$ cat src/rtl/day_of_year_to_calendar_date_assert.svh
// ----------------------------------------------------------------------------
// Assertion macros for the day-of-year to calendar date converter
// Immediate-implication and next-cycle-implication checks on clk / arst_n.
// ----------------------------------------------------------------------------
`ifndef DAY_OF_YEAR_TO_CALENDAR_DATE_ASSERT_SVH
`define DAY_OF_YEAR_TO_CALENDAR_DATE_ASSERT_SVH

// The consequent must hold in the same cycle as the antecedent.
`define DOYCAL_ASSERT_NOW(label, ante, cons, msg) \
	label: assert property (@(posedge clk) disable iff (!arst_n) (ante) |-> (cons)) \
		else $error(msg);

// The consequent must hold in the cycle after the antecedent.
`define DOYCAL_ASSERT_NEXT(label, ante, cons, msg) \
	label: assert property (@(posedge clk) disable iff (!arst_n) (ante) |=> (cons)) \
		else $error(msg);

`endif

$ cat src/rtl/doycal_pkg.sv
// ----------------------------------------------------------------------------
// doycal_pkg
// Shared types, constants and calendar tables for the date converter.
// ----------------------------------------------------------------------------
`timescale 1ns / 1ps

package doycal_pkg;

	// Largest reference year that is accepted.
	localparam logic [13:0] YEAR_MAX = 14'd10000;

	// Year lengths.
	localparam logic [8:0] YEAR_LEN_NORMAL = 9'd365;
	localparam logic [8:0] YEAR_LEN_LEAP   = 9'd366;

	// Month codes used by the month walk.
	localparam logic [3:0] MONTH_JAN = 4'd1;
	localparam logic [3:0] MONTH_FEB = 4'd2;
	localparam logic [3:0] MONTH_DEC = 4'd12;

	// Day of month reported with an error.
	localparam logic [4:0] DAY_ERROR = 5'd1;

	// Days in each month of a normal year, January first.
	localparam logic [4:0] MONTH_LEN [12] = '{
		5'd31, 5'd28, 5'd31, 5'd30, 5'd31, 5'd30,
		5'd31, 5'd31, 5'd30, 5'd31, 5'd30, 5'd31
	};
	localparam logic [4:0] FEB_LEAP_LEN = 5'd29;

	// Controller states.
	typedef enum logic [2:0] {
		ST_IDLE,
		ST_CHECK,
		ST_DOWN,
		ST_UP,
		ST_MONTH,
		ST_FINISH
	} state_t;

	// Commands from the controller to the datapath.
	typedef struct packed {
		logic load;
		logic check;
		logic step_dn;
		logic step_up;
		logic step_mo;
		logic capture;
	} cmd_t;

	// Status from the datapath to the controller.
	typedef struct packed {
		logic err;
		logic need_dn;
		logic need_up;
		logic need_mo;
	} status_t;

	// A year is a leap year when its two low bits are zero.
	function automatic logic is_leap(input logic signed [14:0] year);
		return (year[1:0] == 2'b00);
	endfunction

	function automatic logic [8:0] year_len(input logic signed [14:0] year);
		return is_leap(year) ? YEAR_LEN_LEAP : YEAR_LEN_NORMAL;
	endfunction

	// Days in a month; months past December read as December.
	function automatic logic [4:0] month_len_of(input logic [3:0] month,
			input logic signed [14:0] year);
		logic [3:0] idx;
		idx = (month > MONTH_DEC) ? 4'd11 : (month - 4'd1);
		if (month == MONTH_FEB && is_leap(year))
			return FEB_LEAP_LEN;
		return MONTH_LEN[idx];
	endfunction

endpackage

$ cat src/rtl/doycal_ctrl.sv
// ----------------------------------------------------------------------------
// doycal_ctrl
// Controller: sequences the range check, year walk, month walk and hand-off.
// ----------------------------------------------------------------------------
`timescale 1ns / 1ps

module doycal_ctrl
	import doycal_pkg::*;
(
	input  logic    clk,
	input  logic    arst_n,
	input  logic    in_valid,
	output logic    in_ready,
	output logic    out_valid,
	input  logic    out_ready,
	input  status_t status,
	output cmd_t    cmd
);

	state_t state_q;
	state_t state_nxt;
	logic   out_valid_q;

	// State register.
	always_ff @(posedge clk or negedge arst_n) begin
		if (!arst_n) begin
			state_q <= ST_IDLE;
		end else begin
			state_q <= state_nxt;
		end
	end

	// Next state and commands.
	always_comb begin
		state_nxt = state_q;
		cmd       = '0;
		in_ready  = 1'b0;
		case (state_q)
			ST_IDLE: begin
				in_ready = 1'b1;
				if (in_valid) begin
					cmd.load  = 1'b1;
					state_nxt = ST_CHECK;
				end
			end
			ST_CHECK: begin
				cmd.check = 1'b1;
				state_nxt = status.err ? ST_FINISH : ST_DOWN;
			end
			ST_DOWN: begin
				if (status.need_dn)
					cmd.step_dn = 1'b1;
				else
					state_nxt = ST_UP;
			end
			ST_UP: begin
				if (status.need_up)
					cmd.step_up = 1'b1;
				else
					state_nxt = ST_MONTH;
			end
			ST_MONTH: begin
				if (status.need_mo)
					cmd.step_mo = 1'b1;
				else
					state_nxt = ST_FINISH;
			end
			ST_FINISH: begin
				if (!out_valid_q || out_ready) begin
					cmd.capture = 1'b1;
					state_nxt   = ST_IDLE;
				end
			end
			default: begin
				state_nxt = ST_IDLE;
			end
		endcase
	end

	// The output register holds an item until the consumer takes it.
	always_ff @(posedge clk or negedge arst_n) begin
		if (!arst_n) begin
			out_valid_q <= 1'b0;
		end else if (cmd.capture) begin
			out_valid_q <= 1'b1;
		end else if (out_ready) begin
			out_valid_q <= 1'b0;
		end
	end

	assign out_valid = out_valid_q;

endmodule

$ cat src/rtl/doycal_dp.sv
// ----------------------------------------------------------------------------
// doycal_dp
// Datapath: working registers for the day, year and month walk, and the
// output register.
// ----------------------------------------------------------------------------
`timescale 1ns / 1ps

module doycal_dp
	import doycal_pkg::*;
(
	input  logic               clk,
	input  logic signed [15:0] day_of_year,
	input  logic        [13:0] ref_year,
	input  logic               adjust_year,
	input  cmd_t               cmd,
	output status_t            status,
	output logic signed [14:0] out_year,
	output logic        [3:0]  out_month,
	output logic        [4:0]  out_day,
	output logic               ok
);

	logic signed [16:0] doy_q;
	logic signed [14:0] year_q;
	logic        [3:0]  month_q;
	logic        [8:0]  end_q;
	logic               adjust_q;
	logic               good_q;

	logic signed [14:0] out_year_q;
	logic        [3:0]  out_month_q;
	logic        [4:0]  out_day_q;
	logic               ok_q;

	logic signed [14:0] year_prev;
	logic signed [14:0] year_next;
	logic        [8:0]  len_cur;
	logic        [8:0]  len_prev;
	logic        [3:0]  month_next;
	logic        [4:0]  dim_next;
	logic        [4:0]  dim_cur;
	logic        [9:0]  mday_full;
	logic               doy_low;
	logic               doy_high;

	// Neighbor years and lengths used by the year walk.
	assign year_prev  = year_q - 15'sd1;
	assign year_next  = year_q + 15'sd1;
	assign len_cur    = year_len(year_q);
	assign len_prev   = year_len(year_prev);
	assign month_next = month_q + 4'd1;
	assign dim_next   = month_len_of(month_next, year_q);
	assign dim_cur    = month_len_of(month_q, year_q);

	// Position of the day against the current year.
	assign doy_low  = (doy_q < 17'sd1);
	assign doy_high = (doy_q > $signed({8'b0, len_cur}));

	// Status for the controller.
	always_comb begin
		status.err     = (year_q > $signed({1'b0, YEAR_MAX})) ||
			(!adjust_q && (doy_low || doy_high));
		status.need_dn = doy_low;
		status.need_up = doy_high;
		status.need_mo = ($signed({8'b0, end_q}) < doy_q) && (month_q < MONTH_DEC);
	end

	// Day of month once the month walk has stopped.
	assign mday_full = doy_q[9:0] - {1'b0, end_q} + {5'b0, dim_cur};

	// Working registers.
	always_ff @(posedge clk) begin
		if (cmd.load) begin
			doy_q    <= 17'(day_of_year);
			year_q   <= $signed({1'b0, ref_year});
			month_q  <= MONTH_JAN;
			end_q    <= {4'b0, MONTH_LEN[0]};
			adjust_q <= adjust_year;
		end
		if (cmd.check) begin
			good_q <= !status.err;
		end
		if (cmd.step_dn) begin
			year_q <= year_prev;
			doy_q  <= doy_q + $signed({8'b0, len_prev});
		end
		if (cmd.step_up) begin
			year_q <= year_next;
			doy_q  <= doy_q - $signed({8'b0, len_cur});
		end
		if (cmd.step_mo) begin
			month_q <= month_next;
			end_q   <= end_q + {4'b0, dim_next};
		end
	end

	// Output register.
	always_ff @(posedge clk) begin
		if (cmd.capture) begin
			out_year_q  <= year_q;
			out_month_q <= month_q;
			out_day_q   <= good_q ? mday_full[4:0] : DAY_ERROR;
			ok_q        <= good_q;
		end
	end

	assign out_year  = out_year_q;
	assign out_month = out_month_q;
	assign out_day   = out_day_q;
	assign ok        = ok_q;

endmodule

$ cat src/rtl/day_of_year_to_calendar_date.sv
// ----------------------------------------------------------------------------
// day_of_year_to_calendar_date
// Converts a signed day number within a reference year to year, month and
// day of month, with optional carry into neighboring years.
// ----------------------------------------------------------------------------
//
//   Channel  Handshake            Payload
//   input    in_valid/in_ready    day_of_year, ref_year, adjust_year
//   output   out_valid/out_ready  out_year, out_month, out_day, ok
//
// An item goes from acceptance through the range check, the year walk and the
// month walk to the output register; the year walk covers at most about 90
// years and the month walk at most 11 months, one year or one month per cycle.
// An item that fails the range check skips both walks to the final hand-off.
// A new item is accepted while the previous result waits in the output
// register; a stalled output only holds the block in its final hand-off step.
// Reset clears the controller and the output valid flag only.
// ----------------------------------------------------------------------------
`timescale 1ns / 1ps

module day_of_year_to_calendar_date
	import doycal_pkg::*;
(
	input  logic               clk,
	input  logic               arst_n,
	input  logic               in_valid,
	output logic               in_ready,
	input  logic signed [15:0] day_of_year,
	input  logic        [13:0] ref_year,
	input  logic               adjust_year,
	output logic               out_valid,
	input  logic               out_ready,
	output logic signed [14:0] out_year,
	output logic        [3:0]  out_month,
	output logic        [4:0]  out_day,
	output logic               ok
);

	cmd_t    cmd;
	status_t status;

	// Sequencer.
	doycal_ctrl u_ctrl (
		.clk       (clk),
		.arst_n    (arst_n),
		.in_valid  (in_valid),
		.in_ready  (in_ready),
		.out_valid (out_valid),
		.out_ready (out_ready),
		.status    (status),
		.cmd       (cmd)
	);

	// Arithmetic and registers.
	doycal_dp u_dp (
		.clk         (clk),
		.day_of_year (day_of_year),
		.ref_year    (ref_year),
		.adjust_year (adjust_year),
		.cmd         (cmd),
		.status      (status),
		.out_year    (out_year),
		.out_month   (out_month),
		.out_day     (out_day),
		.ok          (ok)
	);

	// Checks on the delivered results and on the busy window.
`include "day_of_year_to_calendar_date_assert.svh"

	`DOYCAL_ASSERT_NOW(a_month_range, out_valid, (out_month >= MONTH_JAN) && (out_month <= MONTH_DEC), "month out of range")
	`DOYCAL_ASSERT_NOW(a_error_date, out_valid && !ok, (out_month == MONTH_JAN) && (out_day == DAY_ERROR), "error item without month 1 day 1")
	`DOYCAL_ASSERT_NOW(a_day_range, out_valid && ok, out_day != 5'd0, "day of month is zero")
	`DOYCAL_ASSERT_NEXT(a_busy_after_accept, in_valid && in_ready, !in_ready, "second item accepted while busy")

endmodule
$ cat config.mk
export PLATFORM = sky130hd
export DESIGN_NAME = day_of_year_to_calendar_date
export DESIGN_NICKNAME = d
export VERILOG_FILES = /design/src/rtl/doycal_pkg.sv /design/src/rtl/doycal_ctrl.sv /design/src/rtl/doycal_dp.sv /design/src/rtl/day_of_year_to_calendar_date.sv
export VERILOG_INCLUDE_DIRS = /design/src /design/src/rtl
export SDC_FILE = /design/constraint.sdc
export NUM_CORES = 1
export LEC_CHECK = 0
export BUFFER_PORTS_ARGS = -buffer_cell sky130_fd_sc_hd__buf_2
export CORE_UTILIZATION = 50
export DETAILED_ROUTE_END_ITERATION = 10
export MAX_ROUTING_LAYER = met4
export PLACE_DENSITY = 0.78
export REMOVE_ABC_BUFFERS = 1
export SETUP_SLACK_MARGIN = 0.1
export SLEW_MARGIN = 20
export SYNTH_ARGS = -nofsm -noshare
export SYNTH_HDL_FRONTEND = slang
export SYNTH_SLANG_ARGS = --single-unit
$ cat constraint.sdc
create_clock -name clk -period 5.1 [get_ports clk]
set_input_delay 1.02 -clock clk [delete_from_list [all_inputs] [get_ports clk]]
set_output_delay 1.02 -clock clk [all_outputs]
set_load 0.03 [all_outputs]
# == Word-level counts from Yosys, hierarchy flattened ==
# Memory sizes are Yosys's and may differ from the RTL's.
# Index checks and enable logic that the tools add are counted.
# op_classes
add_sub_neg,10
magnitude_cmp,9
eq_ne,12
n_mux,45
bitwise,2
n_reduce_logical,17
# op_table
op,count
17-bit two-way mux,3
15-bit two-way mux,3
5-bit two-way mux,8
3-bit two-way mux,6
9-bit two-way mux,2
3-bit one-hot mux with 6 select lines,1
17-bit by 10-bit adder with 17-bit output,1
17-bit by 10-bit greater-than comparator with 1-bit output,1
10-bit by 17-bit less-than comparator with 1-bit output,1
17-bit by 2-bit less-than comparator with 1-bit output (second input constant),1
17-bit by 10-bit subtractor with 17-bit output,1
1-bit two-way mux,16
4-bit two-way mux,4
15-bit by 2-bit adder with 15-bit output (second input constant),1
15-bit greater-than comparator (second input constant),1
15-bit by 2-bit subtractor with 15-bit output (second input constant),1
5-bit >= comparator (second input constant),2
4-bit NOT with 5-bit output,2
9-bit by 5-bit adder with 9-bit output,1
4-bit by 2-bit == test with 1-bit output (second input constant),2
4-bit greater-than comparator (second input constant),2
2-bit inequality test (second input constant),4
4-bit by 1-bit subtractor with 4-bit output (second input constant),2
3-bit by 2-bit == test with 1-bit output (second input constant),2
other kinds (16),27
# totals
ff_bits,76
romBits,160
input_bits,35
out_inout_bits,27
memories,2
# memory_table
memory,words,word_bits,rd,rd_clocked_by_memory_dff,wr,line_no,rtl
(no name shown),16,5,1,0,0,doycal_pkg.sv:75,return MONTH_LEN[idx];
(no name shown),16,5,1,0,0,doycal_pkg.sv:75,

# == Depth between registers and ports, before layout ==
# depth
word_depth,10
mapped_depth,14

# == Hierarchy ==
# From an unflattened synthesis, not the netlist that was laid out.
# unflattened
cells_unflattened,585
area_unflattened_um2,5527.8
# by_module_without_submodules
module,n_inst,cells_per_inst,area_each_um2
doycal_dp,1,550,5240.0
doycal_ctrl,1,35,287.8

# == Worst setup path after synthesis ==
# No wires, ideal clock.
# synth_timing
path_type,register -> register
startpoint,register u_dp.year_q[0]
endpoint,"register u_dp.doy_q[0], enable pin"
setup_ns,0.389
arrival_ns,2.982
required_time_ns,4.711
slack_ns,1.729
stages_incl_launch_ff,12
period_less_slack_ns,3.371
path_cell_list,edfxtp_1 > inv_1 > ha_1 > inv_1 > ha_1 > nand2b_1 > a211oi_1 > o211a_1 > buf_6 > nor2_1 > buf_2 > nand2_1
# synth_via
elab_chain_len,6
# synth_rtl
element,line_no,rtl
start: declaration,doycal_dp.sv:24,logic signed [14:0] year_q;
start signal: assignment,doycal_dp.sv:75,"year_q <= $signed({1'b0, ref_year});"
start signal: assignment,doycal_dp.sv:84,year_q <= year_prev;
start signal: assignment,doycal_dp.sv:88,year_q <= year_next;
2-bit zero test,doycal_pkg.sv:61,return (year[1:0] == 2'b00);
2-bit two-way mux,doycal_pkg.sv:65,return is_leap(year) ? YEAR_LEN_LEAP : YEAR_LEN_NORMAL;
17-bit by 10-bit greater-than comparator with 1-bit output,doycal_dp.sv:57,"assign doy_high = (doy_q > $signed({8'b0, len_cur}));"
1-bit two-way mux,doycal_ctrl.sv:57,if (status.need_up)
1-bit two-way mux,doycal_ctrl.sv:38,case (state_q)
3-bit nonzero test (no line),--,
end signal: assignment,doycal_dp.sv:74,doy_q <= 17'(day_of_year);
end signal: assignment,doycal_dp.sv:85,"doy_q <= doy_q + $signed({8'b0, len_prev});"
end signal: assignment,doycal_dp.sv:89,"doy_q <= doy_q - $signed({8'b0, len_cur});"
end: declaration,doycal_dp.sv:23,logic signed [16:0] doy_q;
# Every way passes these cells.
# A chain may end at the register's enable or synchronous reset.

# == Final worst setup path ==
# layout_timing
startpoint,register u_dp.year_q[0]
endpoint,register u_dp.doy_q[15] (data pin)
# layout_via
elab_chain_len,6
# layout_rtl
element,line_no,rtl
15-bit by 2-bit subtractor with 15-bit output / 2-bit zero test (equally long branches),"doycal_dp.sv:47, doycal_pkg.sv:61",
2-bit zero test / 2-bit two-way mux (equally long branches),"doycal_pkg.sv:61, doycal_pkg.sv:65",
2-bit two-way mux / 17-bit by 10-bit greater-than comparator with 1-bit output (equally long branches),"doycal_pkg.sv:65, doycal_dp.sv:57",
17-bit by 10-bit adder with 17-bit output / 1-bit two-way mux (equally long branches),"doycal_dp.sv:85, doycal_ctrl.sv:57",
17-bit two-way mux / 1-bit two-way mux (equally long branches),"doycal_dp.sv:83, doycal_ctrl.sv:38",
17-bit two-way mux (*),doycal_dp.sv:87,if (cmd.step_up) begin
# Mark *: on every way between the ends. The rest lies on a longest branch, timed or not.

==> impl_metrics.py <==
metrics = {
    "status": {
        "status": "completed",
    },
    "critical_path": {
        "cp_max_fo": 22,
        "crit_family": "compound AO/OA/AOI/OAI gates",
        "required_ns": 5.30,
        "r2r_setup_slack_ns": 1.27,
        "crit_path_cell_trace": "inv_1 > ha_1 > inv_1 > ha_1 > nand2b_1 > a211oi_1 > o211ai_1 > buf_4 > nand2_1 > nor2_1 > a211oi_1",
        "slowest_stage": "edfxtp_1",
        "path_class": "reg -> reg",
        "arrival_ns": 4.04,
        "slowest_delay_ns": 0.54,
        "worst-path-buf-inv": 3,
        "end_kind": "flop",
        "cp-start-kind": "flop",
        "critical_path_depth": 11,
        "rr_worst_depth": 11,
    },
    "yosys": {
        "synth_edf_count": 72,
        "synthMuxAreaShare": 0,
        "netlist_instances": 524,
        "synth-main-ff-cell": "edfxtp_1",
        "yosysSeqAreaShare": 0.437,
        "avgSynthCellArea_um2": 9.87,
        "synth_top_family_by_area": "compound AO/OA/AOI/OAI gates",
        "async_reset_ff_frac": 0.0526,
        "synth_top_area_frac": 0.418,
        "ys_warn_count": 0,
        "synth_compound_area_frac": 0.220,
        "synthTopCellsByArea": "edfxtp_1, ha_1, nor2_1, a221o_1, nand2_1",
        "ys_ff_latch": 76,
        "synthSimpleGateAreaFrac": 0.171,
        "netlist_area_um2": 5170,
        "synth_cell_types": 64,
        "synthAdderAreaFrac": 0.0885,
        "synth_top_area_cell": "edfxtp_1",
        "synth-xor-area-share": 0.0203,
    },
    "die": {
        "die-area_um2": 10800,
        "ioPinCount": 62,
        "coreArea_um2": 9910,
        "die_w_um": 104,
        "dieHeight_um": 104,
        "initial_core_util": 0.522,
        "num_rows": 36,
    },
    "finish": {
        "n_fill_cell": 883,
        "nets": 639,
        "final_cells": 708,
        "diodes": 0,
        "areaGrowthSynthToFinish_pct": 10.7,
        "fin_util": 0.578,
        "drive_gt1_frac": 0.163,
    },
    "global_route": {
        "track_usage": 0.248,
        "grt_pass1_wl_mm": 20.7,
        "overflow": 0,
        "grt_pass1_vias": 4230,
        "grt_max_degree": 33,
        "antenna_found_initial": 0,
    },
    "sta": {
        "setup_viol": 0,
        "finalSetupTns_ns": 0,
        "worstMarginPinSlew_ns": 0.780,
        "report.final.slew_viol_count": 0,
        "grt_setup_unrepaired": "false",
        "period_share": 0.752,
        "clock_skew_ns": 0.0126,
        "whs_ns": 0.427,
        "min_period_ns": 3.83,
        "hold_viol": 0,
        "relSlewSlack": 0.473,
        "postLayoutSetupSlackWorst_ns": 1.27,
        "timing.fmax_ghz": 0.261,
    },
    "clock_network": {
        "cts_buffers": 9,
        "cts_setup_buffers": 0,
        "cts_tree": "done",
        "clock_latency_ns": 0.38,
        "cts-resized-gates": 0,
        "clk_pin_slew_worst_paths_ns": 0.08,
        "cts.root.buffer_cell": "clkbuf_8",
        "cts.hold.buffers_added": 0,
        "cts_buffer_depth": 2,
        "cts-htree-levels": 3,
        "clock_sinks": 76,
    },
    "placed_design": {
        "portBuffers": 61,
        "hpwl_mm": 8.74,
        "place.gp.congestion": 0.938,
        "placed_cells": 693,
        "place_ws_ns": 1.34,
    },
    "hold_path": {
        "worstHoldPathType": "in -> async",
    },
    "detailed_routing": {
        "ant_nets": 0,
        "wl_per_cell_um": 17.4,
        "drt-total-wl_mm": 12.3,
        "dr.pass1.iters": 5,
        "avgViaCountPerCell": 6.23,
        "num_vias": 4412,
        "drt_iter0_markers": 367,
        "drc": 0,
    },
    "run": {
        "cap_violations": 0,
    },
    "pwr": {
        "p_per_area_nw_per_um2": 489,
        "ir_drop_mv": 0.305,
        "p_leak_uw": 0.00223,
    },
}
-- cell usage in the layout, fill, tap and decap left out, types with 9 or more instances in the layout --
cell and n:
inv_1 42, edfxtp_1 72, o21ai_0 16, a21oi_1 28, o22ai_1 12, nor2_1 45
a221o_1 17, o221ai_1 17, ha_1 27, buf_2 61, nand2_1 44, nand3_1 15
clkbuf_8 9, a22o_1 15, nor3_1 12
-- cells by family (layout without fill, tap and decap cells) --
| logic type | count (synthesis) | after routing |
|---|---|---|
| xor gates and xnor gates | 12 | 12 |
| buffers and inverters | 75 | 126 |
| DFF | 76 | 76 |
| and+or+nand+nor | 175 | 175 |
| AOI/OAI and AO/OA | 153 | 153 |
| adders and majority gates | 33 | 33 |
-- Yosys cell counts, drive strengths merged (15+ instances only) --
master and number:
nor2 46, inv 42, a221o 17, clkbuf 22, o221ai 17, nand2 44
edfxtp 72, nand3 15, ha 27, a22o 15, a21oi 29, o21ai 16
-- sequential cells by signal, summed over array words and instances (netlist names) --
name              cells
u_dp.end_q            9
u_ctrl.state_q        3
u_dp.out_day          5
u_dp.doy_q           17
u_dp.out_month        4
u_dp.ok               1
u_dp.out_year        15
u_dp.adjust_q         1
u_dp.good_q           1
u_ctrl.out_valid      1
u_dp.month_q          4
u_dp.year_q          15
-- power by group --
group | internal [uW] | total [uW] | switching [uW]
combinational | 446 | 1190 | 742
clock | 218 | 450 | 232
sequential | 953 | 1160 | 208
total | 1620 | 2800 | 1180
-- worst reg2reg max path, cell delays in order (launching register included) --
cell and delay [ns]:
edfxtp_1 0.54, inv_1 0.14, ha_1 0.33, inv_1 0.15, ha_1 0.24, nand2b_1 0.18, a211oi_1 0.52, o211ai_1 0.46
buf_4 0.37, nand2_1 0.39, nor2_1 0.12, a211oi_1 0.24
-- through the flow --
stage	power, uW	instance area [um2]
after global routing	2990	5730
after CTS	2800	5730
after detailed placement	2350	5550
after floorplan	1990	5010
final	2800	5730
after global placement	2300	5550
-- worst paths after layout --
path | start | endpoint
worst max-delay path | u_dp.year_q[0] | u_dp.doy_q[15]
worst min-delay path | arst_n | u_ctrl.state_q[0]
worst max register to register | u_dp.year_q[0] | u_dp.doy_q[15]
worst min register to register | u_dp.year_q[14] | u_dp.out_year[14]
max in group asynchronous | arst_n | u_ctrl.out_valid
min in group clk | u_dp.year_q[14] | u_dp.out_year[14]
-- area by class of cell --
cell class              instances  area, um2  area share
repair buffers                 69        365      0.0638
well taps                     133        166      0.0291
clock buffers                   9        124      0.0216
flip-flops and latches         76       2260       0.395
clock inverters                 6       56.3     0.00983
inverters                      42        158      0.0275
multi-input cells             373       2590       0.453
-- per-layer routing --
layer / routed length, um / GRT usage / vias up / share of wire
li1: - / - / 2095 / -
met1: 5590 / 0.338 / 2095 / 0.45
met2: 5530 / 0.363 / 198 / 0.45
met3: 899 / 0.0478 / 24 / 0.073
met4: 298 / 0.105 / 0 / 0.024
met5: 0 / - / - / 0
No activity file was read; power rests on OpenSTA's default activity.
